<file path="src/hdl/dlcar_pkg.sv">
package dlcar_pkg;

    typedef enum logic [2:0] {
        PH_IDLE = 3'b001,
        PH_HIGH = 3'b010,
        PH_LOW  = 3'b100
    } t_phase;

    localparam int unsigned ADDR_W = 4;

    localparam logic [1:0] REG_HALF_PERIOD  = 2'd0;
    localparam logic [1:0] REG_TARE_SAMPLES = 2'd1;
    localparam logic [1:0] REG_TARE_TIMEOUT = 2'd2;

    localparam logic [9:0]  HALF_PERIOD_RST  = 10'd100;
    localparam logic [7:0]  TARE_SAMPLES_RST = 8'd10;
    localparam logic [15:0] TARE_TIMEOUT_RST = 16'd2000;

    localparam int unsigned IN_W   = 8;
    localparam int unsigned OUT_W  = 104;
    localparam int unsigned READ_W = 24;

    typedef struct packed {
        logic [9:0]  half_period;
        logic [7:0]  tare_samples;
        logic [15:0] tare_timeout;
    } t_cfg;

    typedef struct packed {
        logic shift_clr;
        logic shift_en;
        logic held_load;
        logic tare_clr;
        logic tare_acc;
    } t_dp_cmd;

endpackage

</file>
<file path="src/hdl/dlcar_div.sv">
module dlcar_div #(
    parameter int SUM_W = 32
) (
    input  logic                    i_clk,
    input  logic                    i_rst_n,
    input  logic                    i_start,
    input  logic signed [SUM_W-1:0] i_dividend_a,
    input  logic signed [SUM_W-1:0] i_dividend_b,
    input  logic [7:0]              i_divisor,
    output logic                    o_done,
    output logic signed [SUM_W-1:0] o_quot_a,
    output logic signed [SUM_W-1:0] o_quot_b
);

    localparam int CNT_W = $clog2(SUM_W + 1);

    logic             r_busy;
    logic             r_done;
    logic [CNT_W-1:0] r_cnt;
    logic [7:0]       r_div;
    logic [SUM_W-1:0] r_q   [2];
    logic [7:0]       r_rem [2];
    logic             r_neg [2];

    logic signed [SUM_W-1:0] dvd    [2];
    logic [SUM_W-1:0]        mag    [2];
    logic [8:0]              rem_sh [2];
    logic                    ge     [2];
    logic [7:0]              n_rem  [2];
    logic [SUM_W-1:0]        n_q    [2];

    assign dvd[0] = i_dividend_a;
    assign dvd[1] = i_dividend_b;

    always_comb begin
        for (int l = 0; l < 2; l++) begin
            mag[l]    = dvd[l][SUM_W-1] ? SUM_W'(-dvd[l]) : SUM_W'(dvd[l]);
            rem_sh[l] = {r_rem[l], r_q[l][SUM_W-1]};
            ge[l]     = rem_sh[l] >= {1'b0, r_div};
            n_rem[l]  = ge[l] ? 8'(rem_sh[l] - {1'b0, r_div}) : rem_sh[l][7:0];
            n_q[l]    = {r_q[l][SUM_W-2:0], ge[l]};
        end
    end

    always_ff @(posedge i_clk) begin
        if (!i_rst_n) begin
            r_busy <= 1'b0;
            r_done <= 1'b0;
            r_cnt  <= '0;
        end else begin
            r_done <= 1'b0;
            if (i_start) begin
                r_busy <= 1'b1;
                r_cnt  <= '0;
            end else if (r_busy) begin
                r_cnt <= r_cnt + 1'b1;
                if (r_cnt == CNT_W'(SUM_W - 1)) begin
                    r_busy <= 1'b0;
                    r_done <= 1'b1;
                end
            end
        end
    end

    always_ff @(posedge i_clk) begin
        if (i_start) begin
            r_div <= i_divisor;
            for (int l = 0; l < 2; l++) begin
                r_q[l]   <= mag[l];
                r_rem[l] <= '0;
                r_neg[l] <= dvd[l][SUM_W-1];
            end
        end else if (r_busy) begin
            for (int l = 0; l < 2; l++) begin
                r_q[l]   <= n_q[l];
                r_rem[l] <= n_rem[l];
            end
        end
    end

    assign o_done   = r_done;
    assign o_quot_a = r_neg[0] ? -$signed(r_q[0]) : $signed(r_q[0]);
    assign o_quot_b = r_neg[1] ? -$signed(r_q[1]) : $signed(r_q[1]);

endmodule

</file>
<file path="src/hdl/dlcar_dp.sv">
module dlcar_dp #(
    parameter int DATA_BITS = 24
) (
    input  logic                          i_clk,
    input  logic                          i_rst_n,
    input  dlcar_pkg::t_dp_cmd            i_cmd,
    input  logic                          i_data_a,
    input  logic                          i_data_b,
    input  logic                          i_div_done,
    input  logic signed [DATA_BITS+7:0]   i_quot_a,
    input  logic signed [DATA_BITS+7:0]   i_quot_b,
    output logic signed [DATA_BITS+7:0]   o_sum_next_a,
    output logic signed [DATA_BITS+7:0]   o_sum_next_b,
    output logic signed [23:0]            o_reading_a,
    output logic signed [23:0]            o_reading_b,
    output logic signed [23:0]            o_tare_value_a,
    output logic signed [23:0]            o_tare_value_b
);

    localparam int SUM_W = DATA_BITS + 8;

    function automatic logic signed [23:0] sat24(input logic signed [SUM_W-1:0] v);
        logic signed [40:0] w;
        logic signed [23:0] r;
        w = 41'(v);
        if (w > 41'sd8388607) begin
            r = 24'sh7FFFFF;
        end else if (w < -41'sd8388608) begin
            r = 24'sh800000;
        end else begin
            r = w[23:0];
        end
        return r;
    endfunction

    logic [DATA_BITS-1:0]    r_shift_a, r_shift_b;
    logic [DATA_BITS-1:0]    r_held_a, r_held_b;
    logic signed [SUM_W-1:0] r_sum_a, r_sum_b;
    logic signed [23:0]      r_tare_a, r_tare_b;
    logic signed [SUM_W-1:0] word_a, word_b;
    logic signed [SUM_W-1:0] held_x_a, held_x_b;

    assign word_a = SUM_W'($signed(r_shift_a));
    assign word_b = SUM_W'($signed(r_shift_b));

    assign o_sum_next_a = (i_cmd.tare_clr ? '0 : r_sum_a) + (i_cmd.tare_acc ? word_a : '0);
    assign o_sum_next_b = (i_cmd.tare_clr ? '0 : r_sum_b) + (i_cmd.tare_acc ? word_b : '0);

    always_ff @(posedge i_clk) begin
        if (i_cmd.shift_clr) begin
            r_shift_a <= '0;
            r_shift_b <= '0;
        end else if (i_cmd.shift_en) begin
            r_shift_a <= {r_shift_a[DATA_BITS-2:0], i_data_a};
            r_shift_b <= {r_shift_b[DATA_BITS-2:0], i_data_b};
        end
        if (i_cmd.tare_clr || i_cmd.tare_acc) begin
            r_sum_a <= o_sum_next_a;
            r_sum_b <= o_sum_next_b;
        end
    end

    always_ff @(posedge i_clk) begin
        if (!i_rst_n) begin
            r_held_a <= '0;
            r_held_b <= '0;
            r_tare_a <= '0;
            r_tare_b <= '0;
        end else begin
            if (i_cmd.held_load) begin
                r_held_a <= r_shift_a;
                r_held_b <= r_shift_b;
            end
            if (i_div_done) begin
                r_tare_a <= sat24(i_quot_a);
                r_tare_b <= sat24(i_quot_b);
            end
        end
    end

    assign held_x_a       = SUM_W'($signed(r_held_a));
    assign held_x_b       = SUM_W'($signed(r_held_b));
    assign o_reading_a    = sat24(held_x_a);
    assign o_reading_b    = sat24(held_x_b);
    assign o_tare_value_a = r_tare_a;
    assign o_tare_value_b = r_tare_b;

endmodule

</file>
<file path="src/hdl/dlcar_ctrl.sv">
module dlcar_ctrl #(
    parameter int DATA_BITS = 24
) (
    input  logic               i_clk,
    input  logic               i_rst_n,
    input  dlcar_pkg::t_cfg    i_cfg,
    input  logic               i_s_valid,
    input  logic               i_data_a,
    input  logic               i_data_b,
    input  logic               i_ms,
    input  logic               i_req,
    output logic               o_s_ready,
    input  logic               i_m_ready,
    output logic               o_m_valid,
    output logic               o_serial_clock,
    output logic               o_reading_valid,
    output logic               o_tare_done,
    output logic               o_tare_failed,
    output dlcar_pkg::t_dp_cmd o_cmd,
    output logic               o_div_start,
    output logic [7:0]         o_div_count,
    input  logic               i_div_done
);

    localparam int PC_W = $clog2(DATA_BITS + 2);

    dlcar_pkg::t_phase r_phase, n_phase;
    logic [PC_W-1:0]   r_pulse, n_pulse, pulse_inc;
    logic [9:0]        r_half, n_half, hp;
    logic [10:0]       half_inc;
    logic              half_end;
    logic              rd_valid, shift_en, shift_clr;

    logic              r_active, n_active, active_eff, start_run, acc;
    logic [7:0]        r_got, n_got, got_eff;
    logic [15:0]       r_el, n_el, el_eff;
    logic              run_end, run_fail, div_go;

    logic              r_out_full, r_div_busy;
    logic              r_f_valid, r_f_done, r_f_failed;
    logic              accept, out_take;

    assign out_take  = o_m_valid && i_m_ready;
    assign o_m_valid = r_out_full && !r_div_busy;
    assign o_s_ready = !r_div_busy && (!r_out_full || out_take);
    assign accept    = i_s_valid && o_s_ready;

    assign hp        = (i_cfg.half_period == '0) ? 10'd1 : i_cfg.half_period;
    assign half_inc  = {1'b0, r_half} + 11'd1;
    assign half_end  = half_inc >= {1'b0, hp};
    assign pulse_inc = r_pulse + 1'b1;

    always_comb begin
        n_phase   = r_phase;
        n_pulse   = r_pulse;
        n_half    = r_half;
        rd_valid  = 1'b0;
        shift_en  = 1'b0;
        shift_clr = 1'b0;
        case (r_phase)
            dlcar_pkg::PH_IDLE: begin
                if (!i_data_a && !i_data_b) begin
                    n_phase   = dlcar_pkg::PH_HIGH;
                    n_pulse   = '0;
                    n_half    = '0;
                    shift_clr = 1'b1;
                end
            end
            dlcar_pkg::PH_HIGH: begin
                if (half_end) begin
                    shift_en = r_pulse < PC_W'(DATA_BITS);
                    n_phase  = dlcar_pkg::PH_LOW;
                    n_half   = '0;
                end else begin
                    n_half = half_inc[9:0];
                end
            end
            dlcar_pkg::PH_LOW: begin
                if (half_end) begin
                    n_half = '0;
                    if (pulse_inc >= PC_W'(DATA_BITS + 1)) begin
                        rd_valid = 1'b1;
                        n_phase  = dlcar_pkg::PH_IDLE;
                        n_pulse  = '0;
                    end else begin
                        n_pulse = pulse_inc;
                        n_phase = dlcar_pkg::PH_HIGH;
                    end
                end else begin
                    n_half = half_inc[9:0];
                end
            end
            default: begin
                n_phase = dlcar_pkg::PH_IDLE;
                n_pulse = '0;
                n_half  = '0;
            end
        endcase
    end

    always_comb begin
        start_run  = i_req && !r_active;
        active_eff = r_active || i_req;
        got_eff    = start_run ? 8'd0 : r_got;
        el_eff     = start_run ? 16'd0 : r_el;
        acc        = active_eff && rd_valid && (got_eff < i_cfg.tare_samples)
                     && (el_eff < i_cfg.tare_timeout);
        n_got      = got_eff + {7'd0, acc};
        n_el       = el_eff + {15'd0, active_eff && i_ms && (el_eff != 16'hFFFF)};
        run_end    = active_eff && ((n_got >= i_cfg.tare_samples)
                     || (n_el >= i_cfg.tare_timeout));
        n_active   = active_eff && !run_end;
        run_fail   = run_end && (n_got == 8'd0);
        div_go     = run_end && (n_got != 8'd0);
    end

    assign o_cmd.shift_clr = accept && shift_clr;
    assign o_cmd.shift_en  = accept && shift_en;
    assign o_cmd.held_load = accept && rd_valid;
    assign o_cmd.tare_clr  = accept && start_run;
    assign o_cmd.tare_acc  = accept && acc;
    assign o_div_start     = accept && div_go;
    assign o_div_count     = n_got;

    always_ff @(posedge i_clk) begin
        if (!i_rst_n) begin
            r_phase    <= dlcar_pkg::PH_IDLE;
            r_pulse    <= '0;
            r_half     <= '0;
            r_active   <= 1'b0;
            r_got      <= '0;
            r_el       <= '0;
            r_out_full <= 1'b0;
            r_div_busy <= 1'b0;
            r_f_valid  <= 1'b0;
            r_f_done   <= 1'b0;
            r_f_failed <= 1'b0;
        end else begin
            if (accept) begin
                r_phase    <= n_phase;
                r_pulse    <= n_pulse;
                r_half     <= n_half;
                r_active   <= n_active;
                r_got      <= n_got;
                r_el       <= n_el;
                r_f_valid  <= rd_valid;
                r_f_done   <= run_end;
                r_f_failed <= run_fail;
                r_out_full <= 1'b1;
            end else if (out_take) begin
                r_out_full <= 1'b0;
            end
            if (accept && div_go) begin
                r_div_busy <= 1'b1;
            end else if (i_div_done) begin
                r_div_busy <= 1'b0;
            end
        end
    end

    assign o_serial_clock  = (r_phase == dlcar_pkg::PH_HIGH);
    assign o_reading_valid = r_f_valid;
    assign o_tare_done     = r_f_done;
    assign o_tare_failed   = r_f_failed;

    a_fail_has_done: assert property (@(posedge i_clk) disable iff (!i_rst_n)
        (o_m_valid && o_tare_failed) |-> o_tare_done)
        else $error("Tare failure reported without tare completion.");

    a_no_accept_in_div: assert property (@(posedge i_clk) disable iff (!i_rst_n)
        r_div_busy |-> !o_s_ready)
        else $error("Input ready while the divider is running.");

    a_div_start_busy: assert property (@(posedge i_clk) disable iff (!i_rst_n)
        o_div_start |=> r_div_busy)
        else $error("Divider start did not mark the block busy.");

    a_idle_pulse_zero: assert property (@(posedge i_clk) disable iff (!i_rst_n)
        (r_phase == dlcar_pkg::PH_IDLE) |-> (r_pulse == '0))
        else $error("Pulse counter not cleared while idle.");

endmodule

</file>
<file path="src/hdl/dual_load_cell_adc_reader_tare.sv">
// Reader for two serial load-cell converters that share one serial clock pin.
// The slave stream carries one tick transaction per clock cycle of the
// converters' world: both data line levels, a millisecond strobe and a tare
// request. Each accepted tick produces exactly one master stream transaction
// with the serial clock level to drive, the held readings, a reading-complete
// flag and the tare status and values.
// A tick can be accepted every cycle while the output register can take it and
// the divider is idle. A tick that ends a tare run with at least one reading
// starts the bit-serial divider for the averages, and the block then accepts
// nothing until the tare values are loaded and that transaction is released.
// The result of a tick is registered and held until it is taken. The output
// register lets a new tick be accepted in the same cycle the waiting result is
// taken; when the receiver stalls, the input side stalls with it.
// Reset restores the register defaults (half period 100, 10 tare samples,
// timeout 2000 ms), returns the reader to idle with the serial clock low, cancels
// any tare run and clears the held readings and tare values. The user writes
// configuration over the APB port while the stream is idle (not enforced).
module dual_load_cell_adc_reader_tare #(
    parameter int DATA_BITS = 24
) (
    input  logic                               i_clk,
    input  logic                               i_rst_n,
    input  logic                               s_axis_tvalid,
    output logic                               s_axis_tready,
    // data_line_a, data_line_b, ms_strobe, tare_request, zero fill
    input  logic [dlcar_pkg::IN_W-1:0]         s_axis_tdata,
    output logic                               m_axis_tvalid,
    input  logic                               m_axis_tready,
    // serial_clock, reading_valid, reading_a, reading_b, tare_done,
    // tare_failed, tare_value_a, tare_value_b, zero fill
    output logic [dlcar_pkg::OUT_W-1:0]        m_axis_tdata,
    input  logic                               psel,
    input  logic                               penable,
    input  logic                               pwrite,
    input  logic [dlcar_pkg::ADDR_W-1:0]       paddr,
    input  logic [31:0]                        pwdata,
    output logic [31:0]                        prdata,
    output logic                               pready
);

    localparam int SUM_W = DATA_BITS + 8;

    logic [9:0]  r_half_period;
    logic [7:0]  r_tare_samples;
    logic [15:0] r_tare_timeout;
    logic [1:0]  reg_idx;
    logic        cfg_wr;

    dlcar_pkg::t_cfg    cfg;
    dlcar_pkg::t_dp_cmd cmd;

    logic                    serial_clock, reading_valid, tare_done, tare_failed;
    logic                    div_start, div_done;
    logic [7:0]              div_count;
    logic signed [SUM_W-1:0] sum_next_a, sum_next_b, quot_a, quot_b;
    logic signed [23:0]      reading_a, reading_b, tare_value_a, tare_value_b;

    assign pready  = 1'b1;
    assign reg_idx = paddr[3:2];
    assign cfg_wr  = psel && penable && pwrite && pready;

    always_ff @(posedge i_clk) begin
        if (!i_rst_n) begin
            r_half_period  <= dlcar_pkg::HALF_PERIOD_RST;
            r_tare_samples <= dlcar_pkg::TARE_SAMPLES_RST;
            r_tare_timeout <= dlcar_pkg::TARE_TIMEOUT_RST;
        end else if (cfg_wr) begin
            case (reg_idx)
                dlcar_pkg::REG_HALF_PERIOD:  r_half_period  <= pwdata[9:0];
                dlcar_pkg::REG_TARE_SAMPLES: r_tare_samples <= pwdata[7:0];
                dlcar_pkg::REG_TARE_TIMEOUT: r_tare_timeout <= pwdata[15:0];
                default: begin
                end
            endcase
        end
    end

    always_comb begin
        case (reg_idx)
            dlcar_pkg::REG_HALF_PERIOD:  prdata = {22'd0, r_half_period};
            dlcar_pkg::REG_TARE_SAMPLES: prdata = {24'd0, r_tare_samples};
            dlcar_pkg::REG_TARE_TIMEOUT: prdata = {16'd0, r_tare_timeout};
            default:                     prdata = 32'd0;
        endcase
    end

    assign cfg.half_period  = r_half_period;
    assign cfg.tare_samples = r_tare_samples;
    assign cfg.tare_timeout = r_tare_timeout;

    dlcar_ctrl #(
        .DATA_BITS (DATA_BITS)
    ) u_ctrl (
        .i_clk           (i_clk),
        .i_rst_n         (i_rst_n),
        .i_cfg           (cfg),
        .i_s_valid       (s_axis_tvalid),
        .i_data_a        (s_axis_tdata[0]),
        .i_data_b        (s_axis_tdata[1]),
        .i_ms            (s_axis_tdata[2]),
        .i_req           (s_axis_tdata[3]),
        .o_s_ready       (s_axis_tready),
        .i_m_ready       (m_axis_tready),
        .o_m_valid       (m_axis_tvalid),
        .o_serial_clock  (serial_clock),
        .o_reading_valid (reading_valid),
        .o_tare_done     (tare_done),
        .o_tare_failed   (tare_failed),
        .o_cmd           (cmd),
        .o_div_start     (div_start),
        .o_div_count     (div_count),
        .i_div_done      (div_done)
    );

    dlcar_dp #(
        .DATA_BITS (DATA_BITS)
    ) u_dp (
        .i_clk          (i_clk),
        .i_rst_n        (i_rst_n),
        .i_cmd          (cmd),
        .i_data_a       (s_axis_tdata[0]),
        .i_data_b       (s_axis_tdata[1]),
        .i_div_done     (div_done),
        .i_quot_a       (quot_a),
        .i_quot_b       (quot_b),
        .o_sum_next_a   (sum_next_a),
        .o_sum_next_b   (sum_next_b),
        .o_reading_a    (reading_a),
        .o_reading_b    (reading_b),
        .o_tare_value_a (tare_value_a),
        .o_tare_value_b (tare_value_b)
    );

    dlcar_div #(
        .SUM_W (SUM_W)
    ) u_div (
        .i_clk        (i_clk),
        .i_rst_n      (i_rst_n),
        .i_start      (div_start),
        .i_dividend_a (sum_next_a),
        .i_dividend_b (sum_next_b),
        .i_divisor    (div_count),
        .o_done       (div_done),
        .o_quot_a     (quot_a),
        .o_quot_b     (quot_b)
    );

    assign m_axis_tdata = {4'd0, tare_value_b, tare_value_a, tare_failed, tare_done,
                           reading_b, reading_a, reading_valid, serial_clock};

endmodule
</file>
<file path="config.mk">
export PLATFORM = sky130hd
export DESIGN_NAME = dual_load_cell_adc_reader_tare
export DESIGN_NICKNAME = d
export VERILOG_FILES = /design/src/hdl/dlcar_pkg.sv /design/src/hdl/dlcar_div.sv /design/src/hdl/dlcar_dp.sv /design/src/hdl/dlcar_ctrl.sv /design/src/hdl/dual_load_cell_adc_reader_tare.sv
export SDC_FILE = /design/constraint.sdc
export NUM_CORES = 1
export LEC_CHECK = 0
export BUFFER_PORTS_ARGS = -buffer_cell sky130_fd_sc_hd__clkbuf_2
export CAP_MARGIN = 30
export CORE_AREA = 4 4 388 275
export CTS_BUF_LIST = sky130_fd_sc_hd__clkbuf_16
export CTS_CLUSTER_DIAMETER = 30
export CTS_CLUSTER_SIZE = 28
export DETAILED_ROUTE_END_ITERATION = 16
export DIE_AREA = 0 0 392 279
export GPL_TIMING_DRIVEN = 0
export SLEW_MARGIN = 20
export SYNTH_ARGS = -nofsm -noshare
export SYNTH_HDL_FRONTEND = slang
export SYNTH_SLANG_ARGS = --single-unit
</file>
<file path="constraint.sdc">
create_clock -name i_clk -period 12.1 [get_ports i_clk]
set_input_delay 1.815 -clock i_clk [delete_from_list [all_inputs] [get_ports i_clk]]
set_output_delay 1.815 -clock i_clk [all_outputs]
set_load 0.05 [all_outputs]
</file>
# Word-level counts from Yosys, hierarchy flattened
# Memories as Yosys holds them, arrays and structs flattened.
# Index checks and enable logic that the tools add are counted.
# W data, S select, Z words.
# word_totals
reg_bits,306
latch_bits,0
ram_bits,82
rom_bits,0
input_bits,51
output_inout_bits,139
wordCells,182
memories,3
# memory_table
name,words,word_bits,read_ports,rd_ports_with_merged_regs,write_ports,line,rtl
u_div.r_q,2,32,2,0,2,dlcar_div.sv:21,logic [SUM_W-1:0] r_q [2];
u_div.r_rem,2,8,2,0,2,dlcar_div.sv:22,logic [7:0] r_rem [2];
u_div.r_neg,2,1,2,0,2,dlcar_div.sv:23,logic r_neg [2];
# op_classes
n_addsub,13
mul,0
div,0
magnitude_cmp,17
n_eq_ne,10
shift,0
muxes,58
bitwise_logic,7
n_reduce_logical,48
# op_table
op,count
$mux W32,10
$mux W24,8
$neg A32 Y32,4
$add A32 B32 Y32,2
$gt A32 B24 Y1 const B,2
$lt A32 B24 Y1 const B,2
$gt A24 B24 Y1 const B,2
$lt A24 B24 Y1 const B,2
$pmux W16 S3,1
$mux W8,5
$mux W10,3
$logic_and A1 B1 Y1,23
$mux W1,20
$pmux W10 S2,1
$ge A9 B8 Y1,2
$add A16 B1 Y16,1
$ge A16 B16 Y1,1
$lt A16 B16 Y1,1
$mux W16,1
$ne A16 B16 Y1 const B,1
$sub A8 B8 Y8,2
$mux W5,3
$pmux W5 S3,1
$add A10 B1 Y11 const B,1
other kinds (31),54

# Depth between registers and ports, before layout
# depth
ltp_word,17
mapped_depth,31
mapped_depth_nobuf,28

# By module
# A second synthesis with hierarchy kept.
# unflattened
cells_unflattened,2862
area_unflattened_um2,25236.7
# modules_own_cells
module,instances,cells_per_inst,area_each_um2,seq_area_each_um2
dlcar_dp,1,1240,11599.9,4804.6
dlcar_div,1,817,7468.4,2862.7
dlcar_ctrl,1,593,4359.2,960.9
dual_load_cell_adc_reader_tare,1,212,1809.2,680.7

# Worst setup path after synthesis
# OpenSTA, ideal clock, no wires.
# synth_timing
kind,input -> register
start,input port s_axis_tdata[3] (netlist bit)
end,"register u_dp.r_sum_a[0], enable pin"
setup_ps,574
t_arrival_ps,8203
required_ps,11526
slack_ps,3322
path_stages,12
path_buffers,3
path_cell_list,nand2b_1 buf_2 clkbuf_1 clkbuf_1 and2_1 ha_1 nor2b_1 a311oi_1 nor3_1 o21ai_1 nand4_1 o21ai_0
# synth_via
elab_chain_cells,7
elab_cells_between_ends,12
classes_between,order compare: 2; mux: 2; reduce/logical: 8
# synth_lines
item,line,rtl
"start, declared",dual_load_cell_adc_reader_tare.sv:26,"input logic [dlcar_pkg::IN_W-1:0] s_axis_tdata,"
"parallel branches: the longest is 6 deep, another holds $lt A16 B16 Y1",--,
$logic_or A1 B1 Y1 (*),dlcar_dp.sv:57,if (i_cmd.tare_clr || i_cmd.tare_acc) begin
"end signal, assigned",dlcar_dp.sv:58,r_sum_a <= o_sum_next_a;
"end, declared",dlcar_dp.sv:38,"logic signed [SUM_W-1:0] r_sum_a, r_sum_b;"
# Every way passes the cells marked *.
# A chain may end at the register's enable or synchronous reset.

==> summary.md <==
| Metric | Value |
|---|---|
| Status | finished, final reports clean |
| CP Data Required Time | roughly 12 ns |
| Routed met3 length | approximately 5.5 mm |
| Crit path kind | input pin to flip-flop |
| CP endpoint kind | flip-flop |
| Core Region | 0.103 mm^2 |
| Slack of the worst reg-to-reg path | slightly above 3 ns |
| Vias per inst | 4.87 |
| Slowest cell delay on critical path | 0.81 ns |
| Hold Crit Class | flip-flop to flip-flop |
| Largest net degree at the start of global routing | 44 |
| CTS tree | yes |
| Max Cap Viol | 0 |
| Vias | between 20,000 and 25,000 |
| Final Hold Fails | 0 |
| Unique masters post-synth | ~100 |
| Post-cts resize count | 0 |
| Combinational power share | under 10% |
| Dpl cells | 4,592 |
| Drt pass-1 iters | 7 |
| Ys async rst share | 0% |
| WL per Instance | around 17 um |
| Post-synthesis sequential area ratio | roughly 36% |
| CTS max path bufs | 3 |
| Max FO, Critical Path | 11 |
| Pwr dens | roughly 140 mW/mm^2 |
| Avg Cell Area, Syn | 8.36 um^2 |
| Largest area contributor in the netlist | dfxtp_1 |
| Total Wirelength | slightly above 80 mm |
| Min Tclk post-route | between 9 and 10 ns |
| Chip Width | 392 um |
| Worst vdd rail ir drop | 0.0000964 V |
| Delay-heaviest family, CP | compound AO/OA/AOI/OAI gates |
| Top cells by area, synth | dfxtp_1 18%, edfxtp_1 18%, nand2_1 7.3% |
| DP Wirelength | 63.1 mm |
| Die Y | about 280 um |
| Place WS | roughly 2 ns |
| Max layer used | met5 |
| Worst hold path startpoint | u_dp.r_held_b[18] |
| Clock power share | between 50 and 60% |
| Synth-to-layout area growth | 23.4% |
| Final setup viols | 0 |
| Cell Area, Synth | between 0.02 and 0.03 mm^2 |
| Pwr Total | between 4 and 5 mW |
| Post-layout nets | 3,530 |
| Post-synth top area share | between 10% and 20% |
| M1 WL | a little under 40 mm |
| Worst setup margin | ~2.3 ns |
| Flop pwr share | 32.9% |
| FF-to-FF End | u_div.r_q[0][47] |
| Vias in the first global route | approximately 22,000 |
| Total gr overflow | 0 |
| Fin. max-slew vios | 0 |
| CTS buffer count | 96 |
| Critical path launch point type | input pin |
| Fin Clk Skew | 0.0614 ns |
| Int Pwr | 3.18 mW |
| FP Rows | 99 |
| Clock slew at reported path FFs | approximately 0.050 ns |
| Tcrit/Tclk final | 80.8% |
| Routed Antenna Nets | 0 |
| Post-synth top flop | dfxtp_1 |
| Max-Slew Margin vs Limit | ~32% |
| Number of buffers and inverters on the critical path | 8 |
| Port Buf Inserts | about 140 |
| Sum Neg Setup Slack | 0 ns |
| DIE AREA | ~0.11 mm^2 |
| Synth Register Bits | a little under 400 |
| Commonest cells post-synth | 499 x nand2_1, 234 x dfxtp_1, 223 x nor2_1, 161 x clkbuf_1, 154 x edfxtp_1 |
| Syn Inst Count | between 3,000 and 4,000 |
| # clock sinks | 388 |
| Hold_buf cts | 0 |
| R2R Path Start | u_ctrl.r_active |
| Final std cells w/o fill | 4,777 |
| H-tree lvl count | 3 |
| Clock Latency Late Sink | between 0.6 and 0.7 ns |
| Initial Utilization | about a quarter |
| Root buffer cell | clkbuf_16 |
| P_sw | between 1 and 1.5 mW |
| Net switching share of the total power | 26.2% |
| Routability cong. | between 0.8 and 0.9 |
| Count leader, synth | nand2_1 |
| Path depth of the worst reg2reg path | 28 |
| Initial DRC Count | between 2,000 and 2,500 |
| Fraction of layout cells with a size suffix above 1 | around an eighth |
| Post-CTS Setup Inserts | 0 |
| Crit path DAT | roughly 10 ns |
| DRC | 0 |
| Synth Warn # | 0 |
| Unrepaired setup endpoints after global routing | false |
| Worst Max-Slew Pin Slew | between 1 and 1.5 ns |
| Pleak | 12.4 nW |
| Hold path depth | 2 |
| Number of synthesized flops with an enable pin | 154 |
| WL met2 | between 30 and 40 mm |
| IO Pins | 190 |
| First-pass GRT wire length | between 100 and 150 mm |
| Achievable frequency | between 0.1 and 0.15 GHz |
| CP max stage cell | nor2_1 |
| WHS Endpoint | u_dp.r_held_b[18] |
| Antenna violations before repair | 1 |
| All-Layer GR Usage | 14.4% |
-- per-stage QoR --
step	hold WS, ns	utilization, %	area (um^2)
after detailed placement	0.456	27.3	28200
after floorplan	0.442	-	25600
final	0.459	30.5	31500
after global placement	0.454	27.2	28100
after global routing	0.476	30.5	31500
after CTS	0.460	30.5	31500
-- state kept, by name, summed over array words and instances (netlist names), 10 cells and up --
| name | count |
|---|---|
| u_div.r_q | 64 |
| u_dp.r_sum_a | 32 |
| u_dp.r_sum_b | 32 |
| u_dp.o_tare_value_a | 24 |
| u_dp.o_tare_value_b | 24 |
| u_dp.r_held_a | 24 |
| u_dp.r_held_b | 24 |
| u_dp.r_shift_a | 24 |
| u_dp.r_shift_b | 24 |
| r_tare_timeout | 16 |
| u_ctrl.r_el | 16 |
| u_div.r_rem | 16 |
| r_half_period | 10 |
| u_ctrl.r_half | 10 |
-- power by group through the flow --
stage | Clock, mW | Combinational (mW) | Sequential [mW]
floorplan | 0 | 0.272 | 1.44
global placement | 0 | 0.364 | 1.45
detailed placement | 0 | 0.375 | 1.44
CTS | 2.56 | 0.377 | 1.42
global route | 2.64 | 0.419 | 1.42
finish | 2.52 | 0.380 | 1.42
-- worst reg2reg max path, delay by kind of cell (launching register included) --
family | cells | cell delay [ns]
compound gates | 12 | 2.70
xor+xnor | 1 | 0.48
fa+ha+maj | 2 | 0.56
buf+inv | 7 | 2.54
flops | 1 | 0.46
simple gates | 6 | 1.96
-- per-layer routing --
| metal | up-vias | track usage [%] |
|---|---|---|
| met5 | - | 0 |
| met4 | 2 | 3.99 |
| met3 | 120 | 3.05 |
| met2 | 730 | 21.6 |
| met1 | 11100 | 20.7 |
| li1 | 11400 | - |
-- placed cells by master (no fill, tap or decap), drive strengths merged, types with 32 or more instances in the layout --
master | Yosys | layout
buf | 60 | 68
nand2b | 32 | 32
nand3 | 59 | 59
a21oi | 156 | 156
xor2 | 99 | 99
o21ai | 163 | 163
nor2 | 223 | 223
a21o | 41 | 41
nor3 | 46 | 46
ha | 146 | 146
a31oi | 45 | 45
edfxtp | 154 | 154
o211ai | 48 | 48
nor2b | 37 | 37
mux2i | 35 | 35
clkinv | 0 | 44
a21boi | 95 | 95
clkbuf | 162 | 410
dfxtp | 234 | 234
nand4 | 36 | 36
nand2 | 500 | 500
or3 | 53 | 53
xnor2 | 58 | 58
inv | 113 | 138
and2 | 153 | 153
-- worst max-delay path by stage --
stage	end	cells after the start	slack, ns	startpoint
floorplan	u_dp.r_sum_a[0]	12	3.32	s_axis_tdata[3]
global placement	u_dp.r_sum_b[1]	13	-0.65	s_axis_tdata[3]
detailed placement	u_div.r_q[0][60]	26	1.97	s_axis_tdata[3]
CTS	u_div.r_q[0][60]	26	2.65	s_axis_tdata[3]
global route	u_div.r_q[0][60]	26	1.73	s_axis_tdata[3]
finish	u_div.r_q[0][47]	29	2.32	s_axis_tdata[3]
-- cell type report --
type                    instances  area (um^2)
well taps                    1363         1710
multi-input cells            2355        14900
repair buffers                153          866
clock buffers                 103         2580
clock inverters                78          703
inverters                     113          424
fillers                     11000        71800
plain buffers                 222          995
diodes                          2         5.00
flip-flops and latches        388         9310
-- cell families after synthesis --
group | Yosys count | share of synthesized area, %
xor+xnor | 157 | 5.38
mux | 37 | 1.46
flops | 388 | 36.4
compound gates | 732 | 19.6
other cells | 2 | 0.0294
buf+inv | 335 | 5.55
simple gates | 1258 | 24.1
fa+ha+maj | 150 | 7.46
No activity file was read; power rests on OpenSTA's default activity.
